===== config.mk =====
export PLATFORM = sky130hd
export DESIGN_NAME = fdx_rx
export DESIGN_NICKNAME = d
export VERILOG_FILES = /design/src/rtl/fdx_pkg.sv /design/src/rtl/fdx_rx.sv
export SDC_FILE = /design/constraint.sdc
export NUM_CORES = 1
export LEC_CHECK = 0
export ABC_AREA = 1
export BUFFER_PORTS_ARGS = -buffer_cell sky130_fd_sc_hd__buf_2
export CORE_MARGIN = 5
export CORE_UTILIZATION = 55
export DETAILED_ROUTE_END_ITERATION = 12
export GPL_ROUTABILITY_DRIVEN = 0
export GPL_TIMING_DRIVEN = 0
export PLACE_DENSITY = 0.76
export SLEW_MARGIN = 10
export SYNTH_ARGS = -nofsm -noshare
export SYNTH_HDL_FRONTEND = slang
export SYNTH_SLANG_ARGS = --single-unit

===== constraint.sdc =====
create_clock -name clk_i -period 2.9 [get_ports clk_i]
set_input_delay 0.435 -clock clk_i [delete_from_list [all_inputs] [get_ports clk_i]]
set_output_delay 0.435 -clock clk_i [all_outputs]
set_load 0.02 [all_outputs]

===== src/rtl/fdx_pkg.sv =====
// ----------------------------------------------------------------------------
// fdx_pkg
// Shared types and constants of the frame deframer with XOR checksum.
// ----------------------------------------------------------------------------
package fdx_pkg;

  // Widths of the fixed fields
  localparam int unsigned ByteW  = 8;
  localparam int unsigned LenW   = 11;
  localparam int unsigned IdxW   = 10;
  localparam int unsigned CntW   = 32;
  localparam int unsigned CfgIdxW = 2;

  // Configuration register indexes
  localparam logic [CfgIdxW-1:0] CfgSyncFirst  = 2'd0;
  localparam logic [CfgIdxW-1:0] CfgSyncSecond = 2'd1;
  localparam logic [CfgIdxW-1:0] CfgLengthLimit = 2'd2;

  // Per-byte event from the receiver
  typedef struct packed {
    logic              wr_en;        // payload byte to store
    logic [LenW-1:0]   wr_count;     // payload position of that byte
    logic              frame_good;
    logic              checksum_bad;
    logic              length_bad;
  } fdx_event_t;

  // Receiver status shown with every result
  typedef struct packed {
    logic [ByteW-1:0] frame_type;
    logic [LenW-1:0]  frame_length;
    logic [CntW-1:0]  good_count;
    logic [CntW-1:0]  bad_checksum_count;
    logic [CntW-1:0]  bad_length_count;
  } fdx_status_t;

endpackage


===== src/rtl/fdx_rx.sv =====
// ----------------------------------------------------------------------------
// fdx_rx
// Receive sequencer: sync hunt, header decode, length check, payload XOR
// and checksum compare, plus the frame statistics counters.
// ----------------------------------------------------------------------------
module fdx_rx #(
  parameter int unsigned MAX_PAYLOAD = 1024
) (
  input  logic                         clk_i,
  input  logic                         rst_ni,
  input  logic                         push_i,       // line byte accepted
  input  logic [fdx_pkg::ByteW-1:0]    data_byte_i,
  input  logic [fdx_pkg::ByteW-1:0]    sync_first_i,
  input  logic [fdx_pkg::ByteW-1:0]    sync_second_i,
  input  logic [fdx_pkg::LenW-1:0]     length_limit_i,
  output fdx_pkg::fdx_event_t          event_o,
  output fdx_pkg::fdx_status_t         status_o
);
  import fdx_pkg::*;

  localparam logic [2:0] PhSync1   = 3'd0;
  localparam logic [2:0] PhSync2   = 3'd1;
  localparam logic [2:0] PhType    = 3'd2;
  localparam logic [2:0] PhLenLo   = 3'd3;
  localparam logic [2:0] PhLenHi   = 3'd4;
  localparam logic [2:0] PhPayload = 3'd5;
  localparam logic [2:0] PhCheck   = 3'd6;

  localparam logic [15:0] MaxLen = 16'(MAX_PAYLOAD);

  logic [2:0]       phase_q, phase_d;
  logic [ByteW-1:0] type_q, type_d;
  logic [ByteW-1:0] len_lo_q, len_lo_d;
  logic [LenW-1:0]  acc_len_q, acc_len_d;
  logic [LenW-1:0]  rcount_q, rcount_d;
  logic [ByteW-1:0] xor_q, xor_d;
  logic [CntW-1:0]  good_q, good_d;
  logic [CntW-1:0]  bad_sum_q, bad_sum_d;
  logic [CntW-1:0]  bad_len_q, bad_len_d;

  logic [15:0]      len_full;
  logic             len_over;
  logic [LenW:0]    rcount_inc;

  assign len_full   = {data_byte_i, len_lo_q};
  assign len_over   = (len_full > {5'd0, length_limit_i}) || (len_full > MaxLen);
  assign rcount_inc = {1'b0, rcount_q} + 12'd1;

  // Next state for one line byte
  always_comb begin
    phase_d   = phase_q;
    type_d    = type_q;
    len_lo_d  = len_lo_q;
    acc_len_d = acc_len_q;
    rcount_d  = rcount_q;
    xor_d     = xor_q;
    good_d    = good_q;
    bad_sum_d = bad_sum_q;
    bad_len_d = bad_len_q;
    event_o   = '0;
    event_o.wr_count = rcount_q;
    unique case (phase_q)
      PhSync1: begin
        if (data_byte_i == sync_first_i) phase_d = PhSync2;
      end
      PhSync2: begin
        // second sync wins; a repeated first sync keeps waiting
        if (data_byte_i == sync_second_i) phase_d = PhType;
        else if (data_byte_i != sync_first_i) phase_d = PhSync1;
      end
      PhType: begin
        type_d  = data_byte_i;
        phase_d = PhLenLo;
      end
      PhLenLo: begin
        len_lo_d = data_byte_i;
        phase_d  = PhLenHi;
      end
      PhLenHi: begin
        if (len_over) begin
          bad_len_d = bad_len_q + 32'd1;
          event_o.length_bad = 1'b1;
          phase_d = PhSync1;
        end else begin
          acc_len_d = len_full[LenW-1:0];
          rcount_d  = '0;
          xor_d     = '0;
          phase_d   = (len_full == 16'd0) ? PhCheck : PhPayload;
        end
      end
      PhPayload: begin
        event_o.wr_en = 1'b1;
        xor_d    = xor_q ^ data_byte_i;
        rcount_d = rcount_inc[LenW-1:0];
        if (rcount_inc >= {1'b0, acc_len_q}) phase_d = PhCheck;
      end
      PhCheck: begin
        phase_d = PhSync1;
        if (data_byte_i == xor_q) begin
          good_d = good_q + 32'd1;
          event_o.frame_good = 1'b1;
        end else begin
          bad_sum_d = bad_sum_q + 32'd1;
          event_o.checksum_bad = 1'b1;
        end
      end
      default: phase_d = PhSync1;
    endcase
  end

  // Advance on every pushed byte
  always_ff @(posedge clk_i or negedge rst_ni) begin
    if (!rst_ni) begin
      phase_q   <= PhSync1;
      type_q    <= '0;
      len_lo_q  <= '0;
      acc_len_q <= '0;
      rcount_q  <= '0;
      xor_q     <= '0;
      good_q    <= '0;
      bad_sum_q <= '0;
      bad_len_q <= '0;
    end else if (push_i) begin
      phase_q   <= phase_d;
      type_q    <= type_d;
      len_lo_q  <= len_lo_d;
      acc_len_q <= acc_len_d;
      rcount_q  <= rcount_d;
      xor_q     <= xor_d;
      good_q    <= good_d;
      bad_sum_q <= bad_sum_d;
      bad_len_q <= bad_len_d;
    end
  end

  assign status_o.frame_type         = type_q;
  assign status_o.frame_length       = acc_len_q;
  assign status_o.good_count         = good_q;
  assign status_o.bad_checksum_count = bad_sum_q;
  assign status_o.bad_length_count   = bad_len_q;

endmodule


Word-level counts from Yosys, hierarchy flattened
Index checks and enable logic that the tools add are counted.
{"block": "op_classes", "div": 0, "reduce_logical": 12, "n_shift": 0, "addsub": 4, "mul": 0, "order_cmp": 3, "n_mux": 17, "bitwise_logic": 3, "eq_ne": 14}
{"op": "$add A32 B1 Y32 const B", "count": 3}
{"op": "$eq A8 B8 Y1", "count": 3}
{"op": "$pmux W11 S2", "count": 1}
{"op": "$pmux W3 S6", "count": 1}
{"op": "$gt A16 B11 Y1", "count": 1}
{"op": "$gt A16 B11 Y1 const B", "count": 1}
{"op": "$logic_not A16 Y1", "count": 1}
{"op": "$pmux W8 S2", "count": 1}
{"op": "$mux W3", "count": 5}
{"op": "$reduce_and A3 Y1", "count": 5}
{"op": "$add A11 B1 Y12 const B", "count": 1}
{"op": "$ge A12 B11 Y1", "count": 1}
{"op": "$mux W11", "count": 1}
{"op": "$eq A3 B3 Y1 const B", "count": 3}
{"op": "$mux W8", "count": 1}
{"op": "$ne A8 B8 Y1", "count": 1}
{"op": "$xor A8 B8 Y8", "count": 1}
{"op": "$eq A3 B2 Y1 const B", "count": 2}
{"op": "$ne A2 B2 Y1 const B", "count": 3}
{"op": "$mux W1", "count": 5}
{"op": "$mux W2", "count": 2}
{"op": "$reduce_and A2 Y1", "count": 2}
{"op": "$reduce_and A4 Y1", "count": 1}
{"op": "$eq A3 B1 Y1 const B", "count": 1}
{"op": "other kinds (5)", "count": 6}
{"block": "word_totals", "ram_bits": 0, "input_bits": 38, "latchBits": 0, "romBits": 0, "out_inout_bits": 130, "mem_count": 0, "reg_bits": 145}

Logic depth before layout (Yosys ltp)
{"block": "depth", "word_depth": 4, "mapped_depth": 20, "mapped_depth_nobuf": 20}

Worst setup path before layout
No wires, ideal clock.
{"block": "synth_timing", "path_type": "flip-flop to flip-flop", "from": "register rcount_q[0]", "to": "register phase_q[2]", "slack_ns": 0.503, "stages_incl_launch_ff": 19, "n_path_buf": 0, "arrival_ns": 2.281, "period_less_slack_ns": 2.397, "path_cell_list": "dfrtp_1 > ha_1 > nand2_1 > inv_1 > nand4_1 > nor2_1 > inv_1 > nor2_1 > nand2_1 > xnor2_1 > ha_1 > inv_1 > o211ai_1 > nor2_1 > nand3_1 > nor2_1 > nor2_1 > nand2_1 > nand2_1"}
{"block": "synth_between", "elab_chain_len": 4}
{"item": "start: declaration", "line_no": "fdx_rx.sv:35", "source": "logic [LenW-1:0] rcount_q, rcount_d;"}
{"item": "start signal: assignment", "line_no": "fdx_rx.sv:128", "source": "rcount_q <= rcount_d;"}
{"item": "$add A11 B1 Y12", "line_no": "fdx_rx.sv:47", "source": "assign rcount_inc = {1'b0, rcount_q} + 12'd1;"}
{"item": "$ge A12 B11 Y1", "line_no": "fdx_rx.sv:95", "source": "if (rcount_inc >= {1'b0, acc_len_q}) phase_d = PhCheck;"}
{"item": "$ne A2 B2 Y1 (no source line)"}
{"item": "$reduce_and A4 Y1 (no source line)"}
{"item": "end signal: assignment", "line_no": "fdx_rx.sv:114", "source": "phase_q <= PhSync1;"}
{"item": "end signal: assignment", "line_no": "fdx_rx.sv:124", "source": "phase_q <= phase_d;"}
{"item": "end: declaration", "line_no": "fdx_rx.sv:31", "source": "logic [2:0] phase_q, phase_d;"}
No other way between the ends.
A chain may end at the register's enable or synchronous reset.

Worst setup path after layout
{"block": "layout_timing", "from": "register rcount_q[0]", "to": "register phase_q[0]"}
The elaborated chain is that of the path after synthesis.

==> key figures <==
Outcome
  • Status: complete, no violations

Layout
  • Finished Layout Cells: 1699
  • Register Area: roughly 3600 sq um
  • Multi-input logic area: 4900 sq um
  • Syn-to-layout area delta: 19.9%
  • Fillers: ~1400
  • Layout cell share with drive strength beyond 1: 16.9%
  • Layout Nets: 1530
  • Antenna diode count: 0

Timing
  • Hold Violations, Final: 0
  • Setup violators final: 0
  • Tmin final: 2.66 ns
  • Final Cycle Share: between 90% and 100%
  • Fin. max-slew vios: 0
  • Relative slew slack: between 50 and 60%
  • Final Worst Setup Slack: approximately 0.24 ns
  • RSZ-0062 raised after global routing: no
  • Fin Clk Skew: 0.00912 ns
  • Worst-margin pin slew: 0.624 ns
  • Hold WS: 0.355 ns
  • TNS Setup: 0 ns
  • Fmax: between 0.3 and 0.4 GHz

Min path
  • Hold_sp: data_byte_i[1]
  • Worst hold path endpoint: acc_len_q[9]
  • Hold depth: 3
  • Class of the worst hold path: in2reg

Global routing
  • Largest net degree at the start of global routing: 79
  • Total gr overflow: 0
  • Initial antenna violation count: 0
  • Vias in the first global route: 8336
  • First-pass GRT wire length: 40400 microns
  • Gr usage total: 24.9%

Pwr
  • Register share of total power: between 40% and 50%
  • VDD IR-drop max: ~0.00046 V
  • Sw power: between 1.5 and 2 mW
  • Power consumption: 6.13 mW
  • Comb pwr share: 18.9%
  • Power Density: around 550 nW/um^2
  • Pint: between 4 and 5 mW
  • Leakage power: 6.01 nW
  • Net Sw Frac: 30.3%
  • Power share of the clock group: 41.0%

Critical path
  • Worst Path Arrival: 2.97 ns
  • Critical Path Sink Type: register
  • R2R cell count: 18
  • Reg-to-reg setup timing slack: about 0.24 ns
  • Crit Path Max Fanout: 5
  • Kind of critical path: reg2reg
  • Critical Path Start Type: register
  • Reg-to-Reg End: phase_q[0]
  • Reg-to-reg startpoint: rcount_q[0]
  • WP data required: 3.21 ns

Synth
  • Adder-cell share of the synthesized area: 3.53%
  • EDFF count, synth: 0
  • Simple-Gate Fraction of Synth Area: a little over a third
  • Mapped Nets: between 1000 and 1500
  • Compound-Gate Fraction of Synth Area: 3.31%
  • Async set or reset register ratio after synthesis: 100%
  • Mux cell area share after synthesis: 0%
  • Main synth FF type: dfrtp_1
  • Yosys warning count: 0
  • Synth cell types: 35
  • Sequential fraction of the synthesis area: about two fifths
  • Mapped Area: 9220 sq um
  • Syn avg cell area: 7.21 sq um
  • Synth Instances: approximately 1300
  • Post-Synth XOR/XNOR Area: 9.97%
  • Combinational family with the most area after synthesis: simple AND/OR/NAND/NOR gates
  • Register bit count reported by yosys: 145

Placed design
  • Number of buffers added on ports: approximately 170
  • Placed cell count: approximately 1700
  • Hpwl dp: 18300 microns
  • Placement Setup Slack: 0.307 ns

Clocking
  • Clock Latency Late Sink: 0.43 ns
  • CTS tree: done
  • Clock-pin transition on the worst setup and hold timing paths: ~0.060 ns
  • Max clock buf depth: 2
  • CTS sink cnt: ~150
  • CTS root buffer: clkbuf_16
  • H-tree depth: 4
  • Total CTS buffers: 17
  • Post-CTS Setup Repair Bufs: 0

Route
  • Initial DRC count: between 700 and 800
  • Drt pass-1 iters: 5
  • Routed WL per cell: roughly 14 microns
  • DRC Markers: 0
  • Final Routed Wirelength: 24000 microns
  • DR vias: 8769
  • Post-route ant nets: 0
  • Via density: 5.16

Floorplanning
  • Full die area: 19500 sq um
  • Die H: 139 microns
  • Core area: 16500 sq um
  • Die width: 139 microns
  • Starting Density: 55.8%
  • Top Ports: 168
  • Core Rows: 47

Run
  • Max-Cap Viols: 0
==> power groups by stage <==
| stage | clock network, mW | registers (mW) | logic [mW] |
|---|---|---|---|
| after global routing | 2.64 | 2.48 | 1.31 |
| final | 2.52 | 2.46 | 1.16 |
| after detailed placement | 0 | 2.48 | 1.16 |
| after global placement | 0 | 2.48 | 1.11 |
| after floorplan | 0 | 2.55 | 0.681 |
| after CTS | 2.54 | 2.45 | 1.16 |
==> layout make-up <==
class / count / area share [%]
inverters: 123 / 4.20
clock buffers: 18 / 3.97
multi-input cells: 982 / 44.3
well taps: 220 / 2.49
plain buffers: 29 / 2.16
clock inverters: 14 / 2.12
repair buffers: 168 / 7.94
flip-flops and latches: 145 / 32.8
==> flip-flops by register name, indices dropped and copies added (netlist names) <==
register / count
bad_len_q: 32
bad_sum_q: 32
good_q: 32
xor_q: 8
phase_q: 3
rcount_q: 11
acc_len_q: 11
len_lo_q: 8
type_q: 8
==> through the flow <==
stage	util, %	cell area, sq um
global placement	62.5	10300
finish	66.9	11100
CTS	66.9	11000
floorplan	-	9220
global route	66.9	11100
detailed placement	62.7	10400
==> cells in the final DEF (no fill, tap or decap), types with 9 or more instances in the layout <==
cell type,instances
ha_1,26
a21oi_1,9
xor2_1,68
nand2_1,536
nand4_1,27
inv_1,118
nand3_1,42
o21ai_1,12
buf_2,170
clkbuf_16,17
nor2_1,102
nor4_1,17
nor3_1,44
xnor2_1,36
dfrtp_1,145
o21ai_0,29
buf_6,14
==> layer usage <==
metal  vias to the layer above  GRT usage (%)  routed length [microns]
met5                         -              0                        0
met4                         0           7.88                      532
met3                        51           4.49                     1700
met2                       339           41.1                    11300
met1                      3976           33.5                    10600
li1                       4403              -                        -
==> cell families (layout without fill, tap and decap cells) <==
group,after synthesis,after routing
adder cells (fa/ha/maj),26,26
buffers and inverters,152,352
AO/OA/AOI/OAI,57,57
flip-flops,145,145
AND/OR/NAND/NOR,794,794
XOR/XNOR,105,105
==> critical path, cell delays in order (launching register included) <==
cell	delay, ns
dfrtp_1	0.43
ha_1	0.20
nand2_1	0.06
inv_1	0.10
nand4_1	0.12
nor2_1	0.16
inv_1	0.07
nor2_1	0.11
nand2_1	0.09
xnor2_2	0.16
ha_1	0.31
inv_1	0.06
o211ai_1	0.09
nor2_1	0.18
nand3_1	0.11
nor2_1	0.13
nor2_2	0.07
nand2_1	0.06
nand2_1	0.04
==> worst max-delay path by stage <==
stage,startpoint,end,depth (start not counted)
after floorplan,rcount_q[0],phase_q[2],18
after global placement,rst_ni,bad_sum_q[29],1
after detailed placement,rcount_q[0],phase_q[1],18
after CTS,rcount_q[0],phase_q[1],18
after global routing,rcount_q[0],phase_q[0],18
final,rcount_q[0],phase_q[0],18
==> repair_timing <==
item,CTS,global route
endpoints found under the setup margin,0,3
endpoints found under the hold margin,66,0
gates resized for setup,0,2
hold buffers,1,0
==> synth_stat cells (9+ instances only) <==
cell     instances  area, sq um
a21oi_1          9         45.0
buf_6           14          158
dfrtp_1        145         3630
ha_1            26          325
inv_1          118          443
nand2_1        536         2010
nand3_1         42          210
nand4_1         27          169
nor2_1         103          387
nor3_1          44          220
nor4_1          17          106
o21ai_0         29          145
o21ai_1         12         60.1
xnor2_1         37          324
xor2_1          68          596
Power figures use the tool's default switching activity.
